--- src/rtl/wta_hash_bin_max_pack_defines.svh ---
// Assertion macros used by the winner-take-all hash RTL.
`ifndef WTA_HASH_BIN_MAX_PACK_DEFINES_SVH
`define WTA_HASH_BIN_MAX_PACK_DEFINES_SVH

`ifndef ASSERT_OFF
`define WTA_ASSERT_IMPLY(lbl, clk, rst_n, ante, cons) \
    lbl: assert property (@(posedge clk) disable iff (!rst_n) (ante) |-> (cons)) \
        else $error("assertion failed");
`define WTA_ASSERT_NEXT(lbl, clk, rst_n, ante, cons) \
    lbl: assert property (@(posedge clk) disable iff (!rst_n) (ante) |=> (cons)) \
        else $error("assertion failed");
`else
`define WTA_ASSERT_IMPLY(lbl, clk, rst_n, ante, cons)
`define WTA_ASSERT_NEXT(lbl, clk, rst_n, ante, cons)
`endif

`endif

--- src/rtl/wta_ram.sv ---
// Generic single-write, single-read RAM with registered read data.
module wta_ram #(
    parameter int WIDTH = 8,
    parameter int DEPTH = 16
) (
    input  logic                     clk,
    input  logic                     we,
    input  logic [$clog2(DEPTH)-1:0] waddr,
    input  logic [WIDTH-1:0]         wdata,
    input  logic [$clog2(DEPTH)-1:0] raddr,
    output logic [WIDTH-1:0]         rdata
);

    logic [WIDTH-1:0] mem [DEPTH];

    always_ff @(posedge clk)
    begin
        if (we)
        begin
            mem[waddr] <= wdata;
        end
        rdata <= mem[raddr];
    end

endmodule
--- config.mk ---
export PLATFORM = sky130hd
export DESIGN_NAME = wta_ram
export DESIGN_NICKNAME = d
export VERILOG_FILES = /design/src/rtl/wta_hash_bin_max_pack_defines.svh /design/src/rtl/wta_ram.sv
export SDC_FILE = /design/constraint.sdc
export NUM_CORES = 1
export LEC_CHECK = 0
export BUFFER_PORTS_ARGS = -buffer_cell sky130_fd_sc_hd__buf_2
export CAP_MARGIN = 20
export CORE_MARGIN = 5
export CORE_UTILIZATION = 59
export CTS_BUF_LIST = sky130_fd_sc_hd__clkbuf_16
export DETAILED_ROUTE_END_ITERATION = 8
export HOLD_SLACK_MARGIN = 0.06
export PLACE_DENSITY_LB_ADDON = 0.05
export SYNTH_ARGS = -nofsm -noshare
export SYNTH_HDL_FRONTEND = slang
export SYNTH_SLANG_ARGS = --single-unit
--- constraint.sdc ---
create_clock -name clk -period 3.1 [get_ports clk]
set_input_delay 0.62 -clock clk [delete_from_list [all_inputs] [get_ports clk]]
set_output_delay 0.62 -clock clk [all_outputs]
set_load 0.02 [all_outputs]
Word level (Yosys, flattened, before mapping)
Memory sizes are Yosys's and may differ from the RTL's. A register that Yosys moved wholly into a read port is not among the register bits.
Index checks and enable logic that the tools add are counted.
{ "word_totals": {"register_bits": 0, "ram_bits": 128, "in_bits": 18, "wordCells": 3, "mem_count": 1} }
{ "classes": {"muxes": 2} }
{ "mem_list": {"columns": ["name", "words", "word_bits", "rd", "rd_clocked_by_memory_dff", "wr", "line_no", "source"], "rows": [
  ["mem", 16, 8, 1, 1, 1, "wta_ram.sv:14", "logic [WIDTH-1:0] mem [DEPTH];"]
]} }
{ "op_table": {"columns": ["cell", "n"], "rows": [
  ["2-to-1 mux 1 bit", 2]
]} }

Logic depth before layout (Yosys ltp)
Gate-level depths: netlist of run 1.
{ "depth": {"depth_word": 2, "depth_mapped": 5} }

Least setup slack after synthesis of run 1
Ideal clock, no wire load.
{ "synth_path": {"path_type": "input-to-reg", "start": "in waddr[2]", "end": "mem mem[0][0], enable pin", "arrival_ps": 1730, "t_required_ps": 2717, "slack_ps": 987, "path_stages": 2, "cell_sequence": "or3b_2 > nor3_1"} }
{ "synth_lines": {"columns": ["item", "line_no", "source"], "rows": [
  ["from (decl)", "wta_ram.sv:8", "input logic [$clog2(DEPTH)-1:0] waddr,"],
  ["to (decl)", "wta_ram.sv:14", null]
]} }
Straight into the memory's write port.

Worst setup path in the final report of run 1
{ "layout_path": {"start": "in waddr[2]", "end": "mem mem[1][6], enable pin"} }
Straight into the memory's write port.

==> results of run 1 <==
==> area by class of cell <==
cell class                      count  area share
Tap cell                          108      0.0221
Timing Repair Buffer               42      0.0434
Sequential cell                   136       0.655
Clock inverter                     15      0.0367
Multi-Input combinational cell     83       0.173
Clock buffer                       17      0.0696
==> layer usage <==
layer,vias to the layer above,routed length [um],track usage
met2,86,5010,0.329
met3,9,593,0.0423
li1,1077,-,-
met5,-,0,0
met1,1268,4240,0.291
met4,0,83,0.0777
==> flip-flops by register name, indices dropped and copies added, names as in the netlist <==
signal and flops:
rdata 8, mem 128
==> worst max-delay path, delay by kind of cell <==
family	cells	cell delay, ps
simple gates	2	1170
buf+inv	1	110
==> final timing paths <==
kind                            slack, ps             endpoint  depth (start not counted)
worst max register to register       1660     rdata[7]$_DFF_P_                          3
worst min-delay path                  600  mem[1][5]$_DFFE_PP_                          1
worst min register to register        670     rdata[2]$_DFF_P_                          3
worst max-delay path                 1230  mem[1][6]$_DFFE_PP_                          3
==> Yosys cell counts (all sizes together) <==
cell             n
and2             1
nand2            9
and2b            1
dfxtp            8
nor2            13
clkdlybuf4s25    3
nand2b           2
or3b             1
nor3             4
a22oi           16
buf              7
edfxtp         128
nor2b            1
nand3            1
mux4            32
nand3b           2
==> cells by family (layout without fill, tap and decap cells) <==
| group | count (synthesis) | in the layout | share of synthesized area |
|---|---|---|---|
| simple gates | 35 | 35 | 0.0318 |
| buf+inv | 10 | 74 | 0.0168 |
| flops | 136 | 136 | 0.778 |
| mux | 32 | 32 | 0.150 |
| compound gates | 16 | 16 | 0.0233 |
==> per-stage QoR <==
stage / utilization / instance area (um2) / hold WS [ps]
global placement: 0.636 / 5460 / 652
floorplan: - / 5150 / 629
detailed placement: 0.636 / 5460 / 657
finish: 0.711 / 6110 / 600
global route: 0.711 / 6110 / 601
CTS: 0.711 / 6110 / 597
==> power by group through the flow <==
stage	clock network (mW)	logic (mW)	registers, mW
floorplan	0	0.104	2.12
global placement	0	0.199	2.10
detailed placement	0	0.201	2.11
CTS	2.20	0.204	2.07
global route	2.30	0.219	2.07
finish	2.19	0.202	2.07
==> results.ini, run 1 <==
[layout]
drive_gt1_frac = 0.314
multi_input_area_mm2 = 0.00106
nFillCells = 531
regArea_mm2 = 0.00400
area_delta_synth_final_pct = 18.7
diodes = 0
layout_common_cells = edfxtp_1, buf_2, mux4_2
stdcell_count = 401
nets = 298
mostFrequentLayoutCell = edfxtp_1

[place]
io_buffers = 25
place_congestion = 0.761
place_hpwl_um = 6020
dp.cells = 369
post-place-ws_ps = 839

[synthesis]
syn_avg_cell_area_um2 = 22.5
ys_types = 19
synth_seq_area_share = 0.778
synth_area_mm2 = 0.00515
synth_nets = 247
yosys-top-cells-area = edfxtp_1, mux4_2, mux4_1
synth_top_area_cell = edfxtp_1
ys_seq_elements = 136
synth_top_cell_area_share = 0.747
ys_warn_count = 0
syn_inst = 229

[worst_setup_path]
crit_path_end_kind = register
cp.arrival_ps = 1900
critical-path-slowest-cell = nor2_1
startpoint_type = input pin
crit_type = input pin to register
worstReg2RegStart = mem[2][7]$_DFFE_PP_
cpPeakStageDelay_ps = 660
critPathMaxFanout = 8
crit_start = waddr[2]
cp.required_ps = 3130
crit_chain = buf_2 -> or3b_2 -> nor2_1

[clock_network]
worstSkewPairLatency_ps = 400
cts-root-buf = clkbuf_16
cts-hold-fix-buffers = 0
post-cts-setup-buffer-count = 0
cts.sinks = 136
clk_pin_slew_ps = 60
cts_tree = built
htree_levels = 4
cts_made_buffers = 17
cts_buffer_depth = 2
cts_resized = 0

[timing]
fin_setup_tns_ps = 0
fin_crit_sh = 0.604
rsz0062_at_grt = no
hold_viol_final = 0
finalSetupViolCount = 0
finClkSkew_ps = 5.60
slew_violations = 0
worstMarginPinSlew_ps = 846
fin_ws_ps = 1230
clock.fmax_ghz = 0.534
post-route-min-period_ps = 1870
slew-limit-headroom = 0.434

[hold_path]
hp-start = wdata[5]
hold_class = input pin to register

[power_and_ir_drop]
combPwrFrac = 0.045
power.internal_mw = 3.57
ir_drop_mv = 0.388
seqPwrFrac = 0.464
clockPowerShare = 0.490
p_leak_nw = 2.11
power.density_mw_per_mm2 = 729
swShare = 0.199
power_mw = 4.46
switching_power_mw = 0.887

[die]
rows = 34
io_pins = 26
initial_utilization = 0.599
dieArea_mm2 = 0.0107
die_x_um = 103
fp.dieH_um = 103
core_mm2 = 0.00859

[detailed_routing]
wl_per_cell_um = 24.7
via_per_inst = 6.08
first_pass_iters = 5
drc = 0
drt_iter0_markers = 180
ant_nets = 0
num_vias = 2440
totalWireLength_um = 9920

[job]
drv_cap = 0

[global_routing]
grt_pass1_wl_um = 15000
antenna_found_initial = 0
grt_usage = 0.208
grt_max_degree = 33
grt_pass1_vias = 2488
grt.overflow.total = 0

[status]
outcome = completed

Power figures use the tool's default switching activity.
==> run 2, diff against run 1 <==
- clock period: 3.1 -> 1.77 ns (I/O delays scaled with it)
==> run 2 against run 1 <==
Critical path type unchanged; largest cell class unchanged; clock-buffer cell count is the same; die area is the same; routed wire length shrank 1.4%; critical endpoint is now rdata[0]$_DFF_P_.
==> results.ini, run 2 (same netlist as run 1, synthesis figures left out) <==
[worst_setup_path]
worstReg2RegStart = mem[0][0]$_DFFE_PP_
critPathBufInv = 2
cpPeakStageDelay_ps = 570
critPathMaxFanout = 6
crit_family = multiplexers
crit_start = raddr[0]
cp.arrival_ps = 1690
crit_path_end_kind = register
crit_type = input pin to register
startpoint_type = input pin
crit_chain = buf_2 -> buf_4 -> mux4_1 -> a22oi_1 -> nand2_1
cp.required_ps = 2050
critical-path-slowest-cell = mux4_1

[die]
dieArea_mm2 = 0.0107
die_x_um = 103
rows = 34
fp.dieH_um = 103
initial_utilization = 0.599
io_pins = 26
core_mm2 = 0.00859

[clock_network]
cts-hold-fix-buffers = 0
post-cts-setup-buffer-count = 0
htree_levels = 4
cts-root-buf = clkbuf_16
cts_made_buffers = 17
worstSkewPairLatency_ps = 400
cts_resized = 0
cts.sinks = 136
clk_pin_slew_ps = 50
cts_tree = built
cts_buffer_depth = 2

[global_routing]
met3_usage = 0.0604
grt_usage = 0.205
antenna_found_initial = 0
grt.overflow.total = 0
gr-usage-met1 = 0.300
grt_pass1_vias = 2640
use_met2 = 0.310
grt_busiest_layer = met2
grt_pass1_wl_um = 15200
grt_max_degree = 33

[layout]
largest_register_ffs = 128
drive_gt1_frac = 0.326
layout_common_cells = edfxtp_1, buf_2, buf_4
largest_register = mem
largest_registers = mem x128, rdata x8
fin_util = 0.716
area_delta_synth_final_pct = 19.5
design_area_mm2 = 0.00615
diodes = 0
nets = 307
mostFrequentLayoutCell = edfxtp_1

[power_and_ir_drop]
seqPwrFrac = 0.479
p_leak_nw = 2.13
combPwrFrac = 0.048
switching_power_mw = 1.49
power.density_mw_per_mm2 = 1230
swShare = 0.196
power_mw = 7.58
power.internal_mw = 6.09
ir_drop_mv = 0.803
clockPowerShare = 0.473

[detailed_routing]
ant_nets = 0
num_vias = 2499
via_per_inst = 6.11
drc = 0
totalWireLength_um = 9780
drt_iter0_markers = 149
wl_per_cell_um = 23.9
first_pass_iters = 4

[status]
outcome = completed

[timing]
slew_violations = 0
clock.fmax_ghz = 0.713
fin_ws_ps = 367
slew-limit-headroom = 0.517
fin_setup_tns_ps = 0
hold_viol_final = 0
post-route-min-period_ps = 1400
fin_crit_sh = 0.793
rsz0062_at_grt = no
finClkSkew_ps = 4.12
worstMarginPinSlew_ps = 723
finalSetupViolCount = 0

[place]
placed_area_mm2 = 0.00555
place_hpwl_um = 6100
io_buffers = 25
place_congestion = 0.720
post-place-ws_ps = -46.4

[hold_path]
hold_class = input pin to register
hp-start = wdata[4]

[job]
drv_cap = 0

## run 2: changes by cell type in the layout (fill, tap and decap cells not counted)
cell / previous run / this run
clkinv_1: 0 / 3
bufinv_16: 5 / 4
inv_6: 3 / 2
buf_4: 16 / 24
clkinvlp_4: 1 / 2
nor3_1: 4 / 3
clkinv_2: 2 / 1
clkinv_4: 3 / 1
nor3_2: 0 / 1
buf_12: 1 / 2
## run 2: per-stage QoR
step	std cells	hold slack (ps)
2_1_floorplan	229	453
3_3_place_gp	378	666
3_5_place_dp	378	674
4_1_cts	409	324
5_1_grt	409	327
6_report	409	341
## run 2: routing by layer
metal	routed length, um	vias to the layer above
met1	4440	1333
met2	4880	64
met3	405	7
li1	-	1095
met4	62	0
met5	0	-
## run 2: worst register-to-register path, delay by kind of cell, from the launching register on
kind | cells | cell delay (ps)
AOI/OAI and AO/OA | 1 | 290
DFF | 1 | 350
muxes | 1 | 500
and+or+nand+nor | 1 | 100
## run 2: final cells by class
class	count	area (um2)
Sequential cell	136	4000
Multi-Input combinational cell	83	1060
Timing Repair Buffer	51	345
Clock buffer	17	425
Fill cell	530	2440
Tap cell	108	135
Clock inverter	14	181
## run 2: path summary, 6_finish.rpt
path	endpoint	slack, ps	cells past startpoint
max	rdata[0]$_DFF_P_	370	5
min	mem[13][4]$_DFFE_PP_	340	1
max reg2reg	rdata[0]$_DFF_P_	410	3
min reg2reg	rdata[6]$_DFF_P_	670	3
## run 2: power by group through the flow
stage | logic (mW) | clock network, mW | registers, mW
6_report | 0.364 | 3.59 | 3.63
5_1_grt | 0.395 | 3.80 | 3.63
3_5_place_dp | 0.368 | 0 | 3.69
4_1_cts | 0.370 | 3.66 | 3.63
2_1_floorplan | 0.183 | 0 | 3.71
3_3_place_gp | 0.361 | 0 | 3.69
==> run 3, diff against run 2 <==
- clock period: 1.77 -> 1.4 ns (I/O delays scaled with it)
==> run 3 against run 2 <==
Cell area up 0.14%; sequential power up 26%; register-to-register slack worse by 340 ps; clock skew up 4.2 ps; global-route usage down 1.3 points; sequential share of layout area down 0.092 points; sequential cell count unchanged; worst setup slack worse by 300 ps; first-iteration DRC count down 15%; critical endpoint is now rdata[1]$_DFF_P_.
==> results.ini, run 3 (same netlist as run 1, synthesis figures left out) <==
[job]
drv_cap = 0

[worst_setup_path]
critical-path-slowest-cell = mux4_1
crit_path_end_kind = register
crit_type = register to register
cp.arrival_ps = 1620
crit_family = multiplexers
critPathBufInv = 0
r2r_slack_ps = 70
crit-reg2reg-capture = rdata[1]$_DFF_P_
cpPeakStageDelay_ps = 530
cp.required_ps = 1690
worstReg2RegStart = mem[1][1]$_DFFE_PP_
worst_r2r_path_depth = 3
startpoint_type = register
crit_chain = mux4_1 -> a22oi_2 -> nand2_1
critPathMaxFanout = 1

[die]
die_x_um = 103
fp.dieH_um = 103
core_mm2 = 0.00859
io_pins = 26
dieArea_mm2 = 0.0107
initial_utilization = 0.599
rows = 34

[layout]
largest_register = mem
layout_common_cells = edfxtp_1, buf_4, buf_2
largest_registers = mem x128, rdata x8
nets = 311
drive_gt1_frac = 0.359
area_delta_synth_final_pct = 19.7
mostFrequentLayoutCell = edfxtp_1
diodes = 0
largest_register_ffs = 128

[detailed_routing]
via_per_inst = 5.79
drt_iter0_markers = 127
first_pass_iters = 4
num_vias = 2385
totalWireLength_um = 9030
drc = 0
ant_nets = 0
wl_per_cell_um = 21.9

[clock_network]
htree_levels = 4
post-cts-setup-buffer-count = 0
worstSkewPairLatency_ps = 400
cts_made_buffers = 17
cts.sinks = 136
cts-root-buf = clkbuf_16
cts_tree = built
clk_pin_slew_ps = 50
cts_buffer_depth = 2
cts_resized = 0
cts-hold-fix-buffers = 0

[power_and_ir_drop]
seqPwrFrac = 0.515
power_mw = 8.90
p_leak_nw = 2.14
swShare = 0.198
power.density_mw_per_mm2 = 1440
clockPowerShare = 0.431
switching_power_mw = 1.76
ir_drop_mv = 1.07
power.internal_mw = 7.13
combPwrFrac = 0.054

[global_routing]
grt.overflow.total = 0
met3_usage = 0.0584
grt_pass1_vias = 2559
gr-usage-met1 = 0.252
grt_usage = 0.193
grt_pass1_wl_um = 14200
grt_max_degree = 19
use_met2 = 0.310
antenna_found_initial = 0
grt_busiest_layer = met2

[timing]
fin_ws_ps = 69.3
slew_violations = 0
clock.fmax_ghz = 0.751
finClkSkew_ps = 8.34
worstMarginPinSlew_ps = 689
hold_viol_final = 0
slew-limit-headroom = 0.539
finalSetupViolCount = 0
rsz0062_at_grt = no
fin_crit_sh = 0.950
post-route-min-period_ps = 1330

[place]
place_congestion = 0.791
io_buffers = 25
post-place-ws_ps = -244
place_hpwl_um = 6140

[hold_path]
min_path_cells = 1
holdPathEnd = mem[5][1]$_DFFE_PP_
hold_class = input pin to register
hp-start = wdata[1]

[status]
outcome = completed

-- run 3: cell count changes in the layout (fill, tap and decap cells not counted), sizes merged --
| cell | before | now |
|---|---|---|
| buf | 51 | 55 |
| clkinv | 5 | 7 |
| bufinv | 4 | 1 |
-- run 3: layout make-up --
type	count	area, um2
multi-input combinational	83	1100
tap	108	135
timing repair buffer	55	400
clock buffer	17	425
fill	541	2430
clock inverter	13	93.8
sequential	136	4000
-- run 3: how the worst max path moves through the flow --
stage / slack (ps) / from / endpoint / cells past startpoint
floorplan: -20 / raddr[0] / rdata[1]$_DFF_P_ / 5
global route: 7 / mem[5][2]$_DFFE_PP_ / rdata[2]$_DFF_P_ / 3
finish: 70 / mem[1][1]$_DFFE_PP_ / rdata[1]$_DFF_P_ / 3
global placement: -230 / raddr[0] / rdata[1]$_DFF_P_ / 5
CTS: 30 / mem[1][1]$_DFFE_PP_ / rdata[1]$_DFF_P_ / 3
detailed placement: -240 / raddr[0] / rdata[1]$_DFF_P_ / 5
-- run 3: through the flow --
| step | hold WS (ps) | cells | util | area (um2) | TNS, ps |
|---|---|---|---|---|---|
| 5_1_grt | 256 | 412 | 0.717 | 6160 | 0 |
| 6_report | 258 | 412 | 0.717 | 6160 | 0 |
| 2_1_floorplan | 379 | 229 | - | 5190 | -92.9 |
| 4_1_cts | 245 | 412 | 0.715 | 6150 | 0 |
| 3_5_place_dp | 663 | 382 | 0.655 | 5630 | -5130 |
| 3_3_place_gp | 651 | 382 | 0.655 | 5630 | -2580 |
-- run 3: power by group through the flow --
stage	clock (mW)	sequential (mW)	combinational (mW)
floorplan	0	4.69	0.238
global placement	0	4.66	0.461
detailed placement	0	4.66	0.476
CTS	3.92	4.58	0.480
global route	4.14	4.58	0.520
finish	3.84	4.58	0.478
-- run 3: per-layer routing --
metal	share of wire	wire length, um	vias to the layer above
met5	0	0	-
met3	0.046	419	4
met2	0.52	4660	55
met4	0.0042	38	0
met1	0.43	3910	1227
li1	-	-	1099
